--- src/rtl/knob_mode_level_controller_core_defines.svh ---
// assertion macros shared by the knob controller rtl
// depends on a clock named clk and a synchronous reset named rst in the using module
`ifndef KNOB_MODE_LEVEL_CONTROLLER_CORE_DEFINES_SVH
`define KNOB_MODE_LEVEL_CONTROLLER_CORE_DEFINES_SVH

// condition holds in the same cycle as its trigger
`define KMLC_ASSERT_SAME(label, ante, cons, msg) \
  label: assert property (@(posedge clk) disable iff (rst) (ante) |-> (cons)) else $error(msg);

// condition holds in the cycle after its trigger
`define KMLC_ASSERT_NEXT(label, ante, cons, msg) \
  label: assert property (@(posedge clk) disable iff (rst) (ante) |=> (cons)) else $error(msg);

`endif

--- src/rtl/kmlc_pkg.sv ---
// shared types, constants and table lookup for the knob mode and level controller
// no dependencies
`timescale 1ns / 1ps

package kmlc_pkg;

  // number of modes the button cycles through (2 to 8)
  localparam int MODE_COUNT = 6;
  // modes that have an entry in the step and maximum tables
  localparam int TABLE_ENTRIES = 6;

  localparam int MODE_W  = 3;
  localparam int LEVEL_W = 8;
  localparam int COUNT_W = 16;
  localparam int TABLE_W = 48;
  localparam int DIR_W   = 2;
  localparam int CFG_IDX_W  = 2;
  localparam int CFG_DATA_W = 48;

  localparam logic [LEVEL_W-1:0] LEVEL_LIMIT = 8'd255;
  localparam logic [COUNT_W-1:0] COUNT_LIMIT = 16'hFFFF;

  // reset values
  localparam logic [TABLE_W-1:0] STEP_TABLE_RESET = 48'd42967106051;
  localparam logic [TABLE_W-1:0] MAX_TABLE_RESET  = 48'd1096743373000;
  localparam logic [COUNT_W-1:0] LOCKOUT_RESET    = 16'd250;
  localparam logic [MODE_W-1:0]  MODE_RESET       = 3'd2;
  localparam logic [LEVEL_W-1:0] LEVEL_RESET      = 8'd200;

  // configuration register indexes
  typedef enum logic [CFG_IDX_W-1:0] {
    CFG_STEP_TABLE    = 2'd0,
    CFG_MAX_TABLE     = 2'd1,
    CFG_LOCKOUT_TICKS = 2'd2
  } kmlc_cfg_idx_t;

  // step direction codes
  typedef enum logic [DIR_W-1:0] {
    DIR_NONE = 2'd0,
    DIR_UP   = 2'd1,
    DIR_DOWN = 2'd2
  } kmlc_dir_t;

  typedef struct packed {
    logic line_a;
    logic line_b;
    logic button_pressed;
    logic ms_tick;
  } kmlc_sample_t;

  typedef struct packed {
    logic [TABLE_W-1:0] step_table;
    logic [TABLE_W-1:0] max_table;
    logic [COUNT_W-1:0] lockout_ticks;
  } kmlc_cfg_t;

  typedef struct packed {
    logic [MODE_W-1:0]  mode;
    logic [LEVEL_W-1:0] level;
    logic               step_locked;
    logic               lockout_running;
    logic [COUNT_W-1:0] lockout_count;
  } kmlc_state_t;

  // byte of a packed table for one mode, zero for modes without an entry
  function automatic logic [LEVEL_W-1:0] table_byte(input logic [TABLE_W-1:0] tbl,
                                                    input logic [MODE_W-1:0] mode);
    logic [TABLE_W-1:0] shifted;
    shifted = tbl >> {mode, 3'b000};
    if (int'(mode) >= TABLE_ENTRIES) begin
      return '0;
    end
    return shifted[LEVEL_W-1:0];
  endfunction

endpackage

--- src/rtl/knob_mode_level_controller_core.sv ---
// top level of the knob mode and level controller: sample register, state and result register
// depends on kmlc_pkg, kmlc_update and knob_mode_level_controller_core_defines.svh
`timescale 1ns / 1ps

// Takes one sample beat per clock while no result beat is stalled and gives one
// result beat per sample. A sample is captured in the input register, passes
// through the update logic and is written into the result register together with
// the mode, level, lock and lockout-timer registers, which are updated once per
// sample. While a result beat is stalled, one further sample can be held in the
// input register before in_stall rises. Configuration registers are written
// through cfg_write_en / cfg_index / cfg_data; writes to unknown indexes are
// ignored.
module knob_mode_level_controller_core (
  input  logic                            clk,
  input  logic                            rst,
  input  logic                            cfg_write_en,
  input  logic [kmlc_pkg::CFG_IDX_W-1:0]  cfg_index,
  input  logic [kmlc_pkg::CFG_DATA_W-1:0] cfg_data,
  input  logic                            in_valid,
  output logic                            in_stall,
  input  logic                            line_a,
  input  logic                            line_b,
  input  logic                            button_pressed,
  input  logic                            ms_tick,
  output logic                            out_valid,
  input  logic                            out_stall,
  output logic [kmlc_pkg::MODE_W-1:0]     current_mode,
  output logic [kmlc_pkg::LEVEL_W-1:0]    level,
  output logic [kmlc_pkg::DIR_W-1:0]      step_dir
);
  import kmlc_pkg::*;
  `include "knob_mode_level_controller_core_defines.svh"

  kmlc_cfg_t    cfg;
  kmlc_state_t  state_q;
  kmlc_state_t  state_next;
  kmlc_sample_t sample_q;
  kmlc_dir_t    dir;
  logic         sample_valid;
  logic         sample_fire;
  logic         in_fire;

  // configuration registers
  always_ff @(posedge clk) begin
    if (rst) begin
      cfg.step_table <= STEP_TABLE_RESET;
      cfg.max_table <= MAX_TABLE_RESET;
      cfg.lockout_ticks <= LOCKOUT_RESET;
    end else if (cfg_write_en) begin
      case (cfg_index)
        CFG_STEP_TABLE:    cfg.step_table <= cfg_data[TABLE_W-1:0];
        CFG_MAX_TABLE:     cfg.max_table <= cfg_data[TABLE_W-1:0];
        CFG_LOCKOUT_TICKS: cfg.lockout_ticks <= cfg_data[COUNT_W-1:0];
        default: ;
      endcase
    end
  end

  // handshake: the sample moves on whenever the result register is free or being taken
  assign sample_fire = sample_valid && !(out_valid && out_stall);
  assign in_stall = sample_valid && out_valid && out_stall;
  assign in_fire = in_valid && !in_stall;

  // input register
  always_ff @(posedge clk) begin
    if (rst) begin
      sample_valid <= 1'b0;
    end else if (in_fire) begin
      sample_valid <= 1'b1;
    end else if (sample_fire) begin
      sample_valid <= 1'b0;
    end
  end

  always_ff @(posedge clk) begin
    if (in_fire) begin
      sample_q <= '{line_a: line_a, line_b: line_b,
                    button_pressed: button_pressed, ms_tick: ms_tick};
    end
  end

  kmlc_update u_update (
    .state_q    (state_q),
    .sample     (sample_q),
    .cfg        (cfg),
    .state_next (state_next),
    .dir        (dir)
  );

  // controller state
  always_ff @(posedge clk) begin
    if (rst) begin
      state_q.mode <= MODE_RESET;
      state_q.level <= LEVEL_RESET;
      state_q.step_locked <= 1'b0;
      state_q.lockout_running <= 1'b0;
      state_q.lockout_count <= '0;
    end else if (sample_fire) begin
      state_q <= state_next;
    end
  end

  // result register
  always_ff @(posedge clk) begin
    if (rst) begin
      out_valid <= 1'b0;
    end else if (sample_fire) begin
      out_valid <= 1'b1;
    end else if (!out_stall) begin
      out_valid <= 1'b0;
    end
  end

  always_ff @(posedge clk) begin
    if (sample_fire) begin
      current_mode <= state_next.mode;
      level <= state_next.level;
      step_dir <= dir;
    end
  end

  // checks
  `KMLC_ASSERT_SAME(a_stall_only_when_full, in_stall, sample_valid && out_valid,
                    "input stalled while a stage is free")
  `KMLC_ASSERT_SAME(a_step_leaves_lock, out_valid && (step_dir != DIR_NONE),
                    state_q.step_locked, "pending step result without lock set")
  `KMLC_ASSERT_SAME(a_timer_starts_clear, $rose(state_q.lockout_running),
                    state_q.lockout_count == '0, "lockout timer started with stale count")
  `KMLC_ASSERT_SAME(a_mode_in_range, 1'b1,
                    (int'(state_q.mode) < MODE_COUNT) || (state_q.mode == MODE_RESET),
                    "mode register out of range")
  `KMLC_ASSERT_NEXT(a_result_follows_sample, sample_fire,
                    out_valid && (current_mode == state_q.mode) && (level == state_q.level),
                    "result register does not match updated state")

endmodule

--- src/rtl/kmlc_update.sv ---
// next state and step direction for one sample of the knob controller
// depends on kmlc_pkg
`timescale 1ns / 1ps

module kmlc_update (
  input  kmlc_pkg::kmlc_state_t  state_q,
  input  kmlc_pkg::kmlc_sample_t sample,
  input  kmlc_pkg::kmlc_cfg_t    cfg,
  output kmlc_pkg::kmlc_state_t  state_next,
  output kmlc_pkg::kmlc_dir_t    dir
);
  import kmlc_pkg::*;

  kmlc_state_t       btn;
  logic [MODE_W:0]   mode_inc;
  logic [LEVEL_W-1:0] step;
  logic [LEVEL_W-1:0] maxv;
  logic [LEVEL_W:0]   level_sum;

  // button press and lockout timer
  always_comb begin
    btn = state_q;
    mode_inc = {1'b0, state_q.mode} + {{MODE_W{1'b0}}, 1'b1};
    if (sample.button_pressed && !state_q.lockout_running) begin
      btn.lockout_running = 1'b1;
      btn.lockout_count = '0;
      if (int'(mode_inc) >= MODE_COUNT) begin
        btn.mode = '0;
      end else begin
        btn.mode = mode_inc[MODE_W-1:0];
      end
      btn.level = table_byte(cfg.max_table, btn.mode);
    end else if (state_q.lockout_running && sample.ms_tick) begin
      if (state_q.lockout_count < COUNT_LIMIT) begin
        btn.lockout_count = state_q.lockout_count + 16'd1;
      end
    end
    if (btn.lockout_running && btn.lockout_count >= cfg.lockout_ticks) begin
      btn.lockout_running = 1'b0;
    end
  end

  assign step = table_byte(cfg.step_table, btn.mode);
  assign maxv = table_byte(cfg.max_table, btn.mode);
  assign level_sum = {1'b0, btn.level} + {1'b0, step};

  // encoder step with saturation, then unlock on both lines high
  always_comb begin
    state_next = btn;
    dir = DIR_NONE;
    if (sample.line_a || sample.line_b) begin
      if (!sample.line_a && !btn.step_locked && btn.level < maxv) begin
        state_next.level = level_sum[LEVEL_W] ? LEVEL_LIMIT : level_sum[LEVEL_W-1:0];
        state_next.step_locked = 1'b1;
        dir = DIR_UP;
      end else if (!sample.line_b && !btn.step_locked) begin
        state_next.level = (btn.level > step) ? (btn.level - step) : '0;
        state_next.step_locked = 1'b1;
        dir = DIR_DOWN;
      end
    end
    if (sample.line_a && sample.line_b) begin
      state_next.step_locked = 1'b0;
    end
  end

endmodule

--- config.mk ---
export PLATFORM = sky130hd
export DESIGN_NAME = knob_mode_level_controller_core
export DESIGN_NICKNAME = d
export VERILOG_FILES = /design/src/rtl/kmlc_pkg.sv /design/src/rtl/knob_mode_level_controller_core.sv /design/src/rtl/kmlc_update.sv
export VERILOG_INCLUDE_DIRS = /design/src /design/src/rtl
export SDC_FILE = /design/constraint.sdc
export NUM_CORES = 1
export LEC_CHECK = 0
export BUFFER_PORTS_ARGS = -buffer_cell sky130_fd_sc_hd__buf_2
export CAP_MARGIN = 20
export CORE_UTILIZATION = 45
export DETAILED_ROUTE_END_ITERATION = 8
export PLACE_DENSITY_LB_ADDON = 0.3
export SETUP_SLACK_MARGIN = 0.3
export SLEW_MARGIN = 10
export SYNTH_ARGS = -nofsm -noshare
export SYNTH_HDL_FRONTEND = slang
export SYNTH_SLANG_ARGS = --single-unit
--- constraint.sdc ---
create_clock -name clk -period 8.8 [get_ports clk]
set_clock_uncertainty 0.2 [all_clocks]
set_input_delay 1.76 -clock clk [delete_from_list [all_inputs] [get_ports clk]]
set_output_delay 1.76 -clock clk [all_outputs]
set_load 0.02 [all_outputs]
==> results by stage, run 1 <==
Run:
- Across the run, the number of max-cap violations was 0.

STA:
- At the pin with the least slew margin, the transition time is approximately 1100 ps.
- The maximum operating frequency is ~0.16 GHz.
- The time the worst path needs with I/O delays and setup is roughly 6200 ps.
- The count of endpoints failing hold in the final timing report is 0.
- Measured against its own limit, the worst slew margin works out to 0.279.
- Dividing the final minimum period by the clock period gives 0.702.
- Adding up every negative setup slack in the final design gives 0 ps.
- The count of pins over their slew limit was 0.
- Setup repair after global routing left no endpoint under its margin.
- The final critical-path setup slack is between 2000 and 3000 ps.
- Setup violations remaining at the end of the flow were counted as 0.
- The worst-case hold slack is around 250 ps.

Finish:
- The count of antenna diodes in the layout is 0.
- The top cell types in the final layout, fill and taps aside, are 350 x sky130_fd_sc_hd__nand2_1, 143 x sky130_fd_sc_hd__dfxtp_1, 108 x sky130_fd_sc_hd__a21oi_1.
- The area growth from synthesis to layout is 11.7%.
- The layout has between 1.5k and 2k filler cells.
- Of the cells placed in the final design, the portion with a size suffix greater than 1 is 0.110.
- The most common library cell in the layout ignoring fill and taps is sky130_fd_sc_hd__nand2_1.
- The number of nets at the end of the flow is 1332.

Pwr:
- The fraction of power consumed by combinational cells is 0.299.
- For this design the ratio of total power to cell area is approximately 220 nW/µm².
- The analysis attributes to net switching a power of roughly 800 µW.
- The leakage power is 0.00428 µW.
- The switching power share of the total is 0.357.
- Of the total power, registers draw 0.365.
- The internal portion of the total power is roughly 1400 µW.
- The share of total power dissipated in the clock network is 0.336.
- The worst supply voltage drop on vdd is around 0.14 mV.

Drt:
- Using the TritonRoute via totals, the vias-per-cell ratio works out to about 5.7.
- The routed layout has approximately 8.6k vias.
- The average wire length per cell after detail routing is ~18 µm.
- The total DRC errors in the routed layout is 0.
- The remaining number of nets flagged by the antenna check after routing is 0.
- The detailed router's first-iteration violation count is 832.
- The number of iterations in the first detailed-routing pass is 5.
- The routed wire length is 26.7 mm.

Clock network:
- Clock-pin slew was measured on the worst setup and hold paths at around 70 ps.
- The number of post-CTS setup repair buffers is 0.
- Clock tree synthesis found a total of 160 sinks.
- The clock insertion delay at the later pin of the skew report is about 430 ps.
- The number of clock buffers added by TritonCTS is 17.
- In this run the deepest clock path goes through 2 buffers.
- The clock tree synthesis step divided the H-tree into 4 levels.
- TritonCTS built the clock tree.
- Once the clock tree was built, the resizer swapped 0 gates to a different size.
- The quantity of hold-fixing buffers added after cts is 0.
- The library cell used as clock root buffer is sky130_fd_sc_hd__clkbuf_16.

Setup path:
- The number of cells traversed by the worst register-to-register path is 16.
- The critical path launch point type is a register.
- The critical path arrival is 6300 ps.
- The worst setup path is of the register to register kind.
- For the worst setup path, the data required time is between 8000 and 9000 ps.
- The worst register-to-register path begins at state_q[26]$_SDFFE_PP0P_.
- Along the worst path, the maximum fanout reaches 15.
- The worst setup path is captured at a register.
- In this run the worst setup path begins at state_q[26]$_SDFFE_PP0P_.

Floorplan:
- The starting density of the core is 0.464.
- The total area inside the core boundary comes to ~20000 µm².
- Row generation in the floorplan step produced between 50 and 60 rows.
- From left edge to right edge, the die measures between 100 and 150 µm.
- The floorplan step defined a die boundary enclosing roughly 21000 µm².
- The I/O pin total is 74.
- The y dimension of the die is 144 µm.

Logic synthesis:
- The post-synthesis average cell area is around 7.6 µm².
- The warning count from the yosys run is 0.
- The sequential cell area fraction in the yosys report is 0.370.
- Counting distinct cell types in the post-synthesis netlist gives 76.
- In this run the cell area of the synthesized design comes to between 9000 and 10000 µm².
- The number of flops mapped to enable cells by yosys is 17.
- Counting flops with an async set or reset pin after synthesis yields a share of 0.
- The synthesized design contains 160 register bits.
- The primary flip-flop cell chosen by synthesis mapping is sky130_fd_sc_hd__dfxtp_1.
- The number of instances in the synthesized netlist is approximately 1.2k.
- The number of nets in the synthesized netlist is approximately 1.3k.

Run status:
- The flow ran to the end, and the final reports show no timing, DRC or antenna violations.

Global routing:
- The via count of the first global-routing pass was between 7k and 8k.
- The initial antenna violation count is 0.
- The first global-routing pass estimated between 40 and 50 mm of wire.
- Global routing finished with a remaining overflow of 0.
- The global-route usage over all layers is 0.262.
- The maximum number of pins on one net before global-route repair is 115.

Place:
- The count of input and output buffers is 73.
- The congestion estimate from routability-driven global placement came to 0.928.
- Summed over all nets, the half-perimeter wirelength after detailed placement is roughly 18 mm.
- The worst setup timing slack at the placement stage is roughly 2800 ps.

Min path:
- Along the worst hold path, the cell count comes to 2.
- The beginning of the worst hold path is cfg[12]$_SDFFE_PP0P_.
- The class of the most critical hold timing path is register to register.
## routing by layer
layer  share of wire  wire (µm)  track usage  up-vias
met5               0          0            0        -
met4           0.022        584       0.0909        0
met3           0.066       1760       0.0460       38
met2            0.44      11700        0.395      337
met1            0.47      12600        0.374     4037
li1                -          -            -     4174
## cell usage after synthesis, drive strengths merged, types with 3 or more instances
master / instances / area share
a211oi: 10 / 0.0088
nand2: 350 / 0.14
a22oi: 14 / 0.012
a221oi: 3 / 0.0029
o21ai: 34 / 0.019
nor3: 16 / 0.0093
xor2: 6 / 0.0078
nand3b: 38 / 0.031
dfxtp: 143 / 0.31
clkbuf: 59 / 0.024
a21o: 14 / 0.012
and2: 5 / 0.0034
or2: 3 / 0.0021
xnor2: 12 / 0.012
nand2b: 7 / 0.0048
nor2: 70 / 0.029
or3: 5 / 0.0040
edfxtp: 17 / 0.056
inv: 45 / 0.019
mux2i: 24 / 0.026
o22a: 7 / 0.0067
o211ai: 5 / 0.0041
nand4: 4 / 0.0027
ha: 42 / 0.058
a31oi: 16 / 0.011
a21oi: 109 / 0.060
buf: 19 / 0.010
nor2b: 6 / 0.0041
a41oi: 3 / 0.0037
and4: 7 / 0.0067
o21a: 10 / 0.0090
nand3: 48 / 0.028
a211o: 8 / 0.0077
o2111ai: 3 / 0.0029
nor3b: 3 / 0.0025
o31ai: 4 / 0.0033
o211a: 4 / 0.0044
and3: 5 / 0.0034
## metrics by stage
| step | std cells | utilization | instance area, µm² | power, µW |
|---|---|---|---|---|
| floorplan | 1206 | - | 9130 | 1310 |
| global placement | 1474 | 0.487 | 9580 | 1480 |
| detailed placement | 1474 | 0.487 | 9580 | 1480 |
| CTS | 1506 | 0.517 | 10200 | 2230 |
| global route | 1507 | 0.519 | 10200 | 2340 |
| finish | 1507 | 0.519 | 10200 | 2240 |
## cells by family after synthesis
group,after synthesis,synth area share
AOI/OAI and AO/OA,263,0.187
xor gates and xnor gates,18,0.0202
adders and majority gates,44,0.0620
buffers and inverters,123,0.0528
DFF,160,0.370
muxes,25,0.0276
and+or+nand+nor,573,0.281
## critical path, stage by stage, from the launching register on
cell	delay (ps)
sky130_fd_sc_hd__dfxtp_1	580
sky130_fd_sc_hd__ha_1	360
sky130_fd_sc_hd__nor2b_1	480
sky130_fd_sc_hd__o21a_1	740
sky130_fd_sc_hd__mux2_2	410
sky130_fd_sc_hd__o21ai_0	360
sky130_fd_sc_hd__o21ai_0	330
sky130_fd_sc_hd__inv_1	210
sky130_fd_sc_hd__fa_1	230
sky130_fd_sc_hd__o21bai_1	90
sky130_fd_sc_hd__a21oi_1	220
sky130_fd_sc_hd__o21ai_0	170
sky130_fd_sc_hd__a21o_1	230
sky130_fd_sc_hd__a221oi_1	680
sky130_fd_sc_hd__nand2b_1	110
sky130_fd_sc_hd__a221o_1	400
sky130_fd_sc_hd__o31a_1	240
## power by group through the flow
stage / clock network [µW] / registers (µW) / logic (µW)
6_report: 754 / 817 / 670
5_1_grt: 788 / 820 / 736
4_1_cts: 762 / 816 / 656
3_5_place_dp: 0 / 832 / 650
3_3_place_gp: 0 / 833 / 649
2_1_floorplan: 0 / 830 / 478
## layout make-up
class | instances | area (µm²) | share of cell area
Clock buffer | 19 | 443 | 0.0434
Clock inverter | 13 | 145 | 0.0142
Inverter | 45 | 169 | 0.0166
Multi-Input combinational cell | 923 | 5280 | 0.518
Sequential cell | 160 | 3370 | 0.331
Tap cell | 265 | 332 | 0.0325
Timing Repair Buffer | 82 | 455 | 0.0447
## state kept, by name, indices dropped and copies added (netlist names)
signal        count
cfg             112
state_q          29
level             8
sample_q          4
current_mode      3
step_dir          2
out_valid         1
sample_valid      1
## worst paths after layout
kind	endpoint	slack, ps
max	state_q[24]$_SDFFE_PP1P_	2620
min	cfg[12]$_SDFFE_PP0P_	250
max reg2reg	state_q[24]$_SDFFE_PP1P_	2620
min reg2reg	cfg[12]$_SDFFE_PP0P_	250
(Power assumes the default switching activity.)
==> run 2: changes to the inputs <==
==> constraint.sdc (replaced) <==
create_clock -name clk -period 6 [get_ports clk]
set_clock_uncertainty 0.2 [all_clocks]
set_input_delay 1.2 -clock clk [delete_from_list [all_inputs] [get_ports clk]]
set_output_delay 1.2 -clock clk [all_outputs]
set_load 0.02 [all_outputs]
==> results by stage, run 2 (synthesized netlist as in run 1, its figures left out) <==
Run status:
- Run status: completed (unchanged).

Min path:
- The destination of the worst hold path is cfg[98]$_SDFFE_PP0P_ (was cfg[12]$_SDFFE_PP0P_).
- The worst hold path cell count came to 2 (unchanged).
- The beginning of the worst hold path is cfg[98]$_SDFFE_PP0P_ (was cfg[12]$_SDFFE_PP0P_).
- The class of the most critical hold timing path is register to register (unchanged).

Pwr:
- The power density of the placed cells is 323 nW/µm² (was 220 nW/µm²).
- The total power after layout is 3310 µW (was 2240 µW).
- The leakage power is 0.00431 µW (was 0.00428 µW).
- The worst supply voltage drop on vdd is 0.204 mV (was 0.136 mV).

Clock network:
- The largest buffer count on any clock path was 2 (unchanged).
- The number of clock buffers inserted by TritonCTS is 17 (unchanged).
- The sink count of the clock tree came to 160 (unchanged).
- The clock edge transition at the registers on the reported setup and hold paths is 70 ps (about the same).
- The number of H-tree levels is 4 (unchanged).
- The clock tree from TritonCTS is built (unchanged).
- The quantity of hold-fixing buffers added after cts is 0 (unchanged).
- The clock insertion delay at the later pin of the skew report is 440 ps (was 430 ps).
- The library cell used as clock root buffer is sky130_fd_sc_hd__clkbuf_16 (unchanged).

Finish:
- The number of flip-flops under the largest register name came to 112 (unchanged).
- The final instance area is 10200 µm² (about the same).
- Regs by FF count: cfg: 112 flops, state_q: 29 flops, level: 8 flops (unchanged).
- The proportion of layout cells with a drive suffix above 1 is 0.118 (was 0.110).
- The number of filler instances in the final layout came to 1871 (was 1971).
- The register with the highest flop count is cfg (unchanged).
- The most common library cell in the layout ignoring fill and taps is sky130_fd_sc_hd__nand2_1 (unchanged).
- The number of nets at the end of the flow came to 1339 (was 1332).
- The area occupied by multi-input gates was 5280 µm² (about the same).
- Highest-count cells in the layout ignoring fill and taps: 350 x sky130_fd_sc_hd__nand2_1, 143 x sky130_fd_sc_hd__dfxtp_1, 108 x sky130_fd_sc_hd__a21oi_1 (unchanged).
- The footprint of the flip-flops and latches is 3370 µm² (unchanged).
- The count of antenna diodes in the layout is 0 (unchanged).
- The growth of design area from synthesis to finish is 12.3% (was 11.7%).

Setup path:
- The launching point of the worst reg2reg path is state_q[26]$_SDFFE_PP0P_ (unchanged).
- The critical path's largest stage delay is 570 ps (was 740 ps).
- List of cells traversed by the critical path: ha_1 > nor2b_2 > o211ai_1 > and2_1 > buf_4 > nand2_1 > nand3_1 > nand2_1 > o22ai_1 > ha_1 > inv_1 > fa_1 > o21bai_1 > a21oi_1 > o21ai_0 > a21o_1 > a221oi_1 > buf_4 > or3_4 > o2bb2ai_1 > a311oi_2 (was ha_1 > nor2b_1 > o21a_1 > mux2_2 > o21ai_0 > o21ai_0 > inv_1 > fa_1 > o21bai_1 > a21oi_1 > o21ai_0 > a21o_1 > a221oi_1 > nand2b_1 > a221o_1 > o31a_1).
- The cell with the largest stage delay on the worst path is sky130_fd_sc_hd__dfxtp_1 (was sky130_fd_sc_hd__o21a_1).
- The worst reg2reg path endpoint is state_q[18]$_SDFFE_PP0P_ (was state_q[24]$_SDFFE_PP1P_).
- The endpoint required time on the critical path is 6150 ps (was 8920 ps).
- The minimum setup slack among reg-to-reg paths came to 630 ps (was 2620 ps).
- The type of element capturing the critical path is a register (unchanged).
- The critical path launch point type is a register (unchanged).
- The number of cells traversed by the worst register-to-register path is 21 (was 16).
- The buffer and inverter count on the worst path is 3 (was 1).
- The critical path arrival is 5520 ps (was 6300 ps).
- The critical path start-end classification is register to register (unchanged).
- The largest fanout on the critical path is 40 (was 15).
- The kind of cell adding the most delay to the critical path is compound AO/OA/AOI/OAI gates (unchanged).

Drt:
- The via count is 8568 (was 8586).
- The detailed router's first-iteration violation count is 897 (was 832).
- The remaining number of nets flagged by the antenna check after routing was 0 (unchanged).
- The routed wire length is 26.8 mm (was 26.7 mm).
- The average wire length per cell after detail routing is 17.7 µm (about the same).
- The total DRC errors in the routed layout is 0 (unchanged).
- The number of iterations in the first detailed-routing pass is 5 (unchanged).
- The vias per cell was 5.66 (was 5.70).

STA:
- The final critical-path setup slack is 629 ps (was 2620 ps).
- The time the worst path needs with I/O delays and setup is 5370 ps (was 6180 ps).
- Unrepaired setup endpoints after global routing: no (unchanged).
- The sum of negative setup slack came to 0 ps (unchanged).
- The final setup violation count was 0 (unchanged).
- The worst max-slew margin expressed relative to the limit is 0.301 (was 0.279).
- The count of endpoints failing hold in the final timing report is 0 (unchanged).
- The final cycle utilization of the critical path is 0.895 (was 0.702).
- The slew at the pin closest to its max-slew limit is 1050 ps (was 1080 ps).
- The count of pins over their slew limit is 0 (unchanged).
- The maximum operating frequency is 0.186 GHz (was 0.162 GHz).
- The worst-case hold slack is 255 ps (was 253 ps).

Floorplan:
- The total number of placement rows is 51 (unchanged).
- The x dimension of the die is 144 µm (unchanged).
- The I/O pin total is 74 (unchanged).
- The y dimension of the die is 144 µm (unchanged).
- The core box area was 19700 µm² (unchanged).
- The starting density of the core is 0.464 (unchanged).
- The die outline area is 20900 µm² (unchanged).

Global routing:
- The maximum number of pins on one net before global-route repair is 79 (was 115).
- The global-route usage over all layers is 0.264 (was 0.262).
- The global-route congestion overflow total is 0 (unchanged).
- The initial antenna violation count was 0 (unchanged).
- The wire length of the first global-routing pass is 42.0 mm (was 41.5 mm).
- The via count of the first global-routing pass is 7689 (was 7574).

Place:
- The worst setup timing slack at the placement stage came to 663 ps (was 2790 ps).
- The HPWL reported at the end of detailed placement is 19.1 mm (was 18.4 mm).
- The post-placement cell area is 9640 µm² (was 9580 µm²).
- The global placer's final weighted congestion was 0.954 (was 0.928).
- The count of input and output buffers is 73 (unchanged).

Run:
- The max-capacitance violation count is 0 (unchanged).
run 2: changes by cell type in the layout (fill, tap and decap cells not counted), moves of 2 or more:
cell and delta:
sky130_fd_sc_hd__inv_8 +2, sky130_fd_sc_hd__clkinv_4 -2, sky130_fd_sc_hd__clkinv_8 +2, sky130_fd_sc_hd__buf_4 +8
run 2: final cells by class:
| type | instances | area share |
|---|---|---|
| sequential | 160 | 0.329 |
| tap | 265 | 0.0324 |
| clock inverter | 14 | 0.0158 |
| inverter | 45 | 0.0165 |
| timing repair buffer | 89 | 0.0476 |
| multi-input combinational | 923 | 0.516 |
| clock buffer | 18 | 0.0429 |
run 2: metrics by stage:
step	instances	util
6_report	1514	0.521
5_1_grt	1514	0.521
4_1_cts	1514	0.521
3_5_place_dp	1482	0.490
3_3_place_gp	1482	0.490
2_1_floorplan	1206	-
run 2: per-layer routing:
layer / GRT usage / wire [µm]
met5: 0 / 0
met4: 0.0853 / 571
met3: 0.0394 / 1770
met2: 0.403 / 11800
met1: 0.380 / 12700
run 2: repair_timing:
action	in CTS	in global routing
endpoints found under the setup margin	0	12
resized for setup	0	4
buffers inserted	0	0
run 2: worst max path at each step:
stage / start / end / slack [ps] / depth (start not counted)
3_3_place_gp: state_q[26]$_SDFFE_PP0P_ / state_q[21]$_SDFFE_PP1P_ / 770 / 16
5_1_grt: state_q[26]$_SDFFE_PP0P_ / level[2]$_DFFE_PP_ / 290 / 17
3_5_place_dp: state_q[26]$_SDFFE_PP0P_ / state_q[18]$_SDFFE_PP0P_ / 660 / 21
6_report: state_q[26]$_SDFFE_PP0P_ / state_q[18]$_SDFFE_PP0P_ / 630 / 21
2_1_floorplan: state_q[27]$_SDFFE_PP1P_ / state_q[24]$_SDFFE_PP1P_ / 1250 / 24
4_1_cts: state_q[26]$_SDFFE_PP0P_ / state_q[24]$_SDFFE_PP1P_ / 580 / 16
run 2: tightest hold or removal path, cell delays in order (launching register included):
cell                      delay, ps
sky130_fd_sc_hd__dfxtp_1        310
sky130_fd_sc_hd__nand2_1         50
sky130_fd_sc_hd__a21oi_1         50
run 2: power by group:
part / internal, µW / leakage [µW] / switching [µW]
combinational: 372 / 0.00269 / 625
clock: 574 / 0.000291 / 537
sequential: 1150 / 0.00133 / 46.7
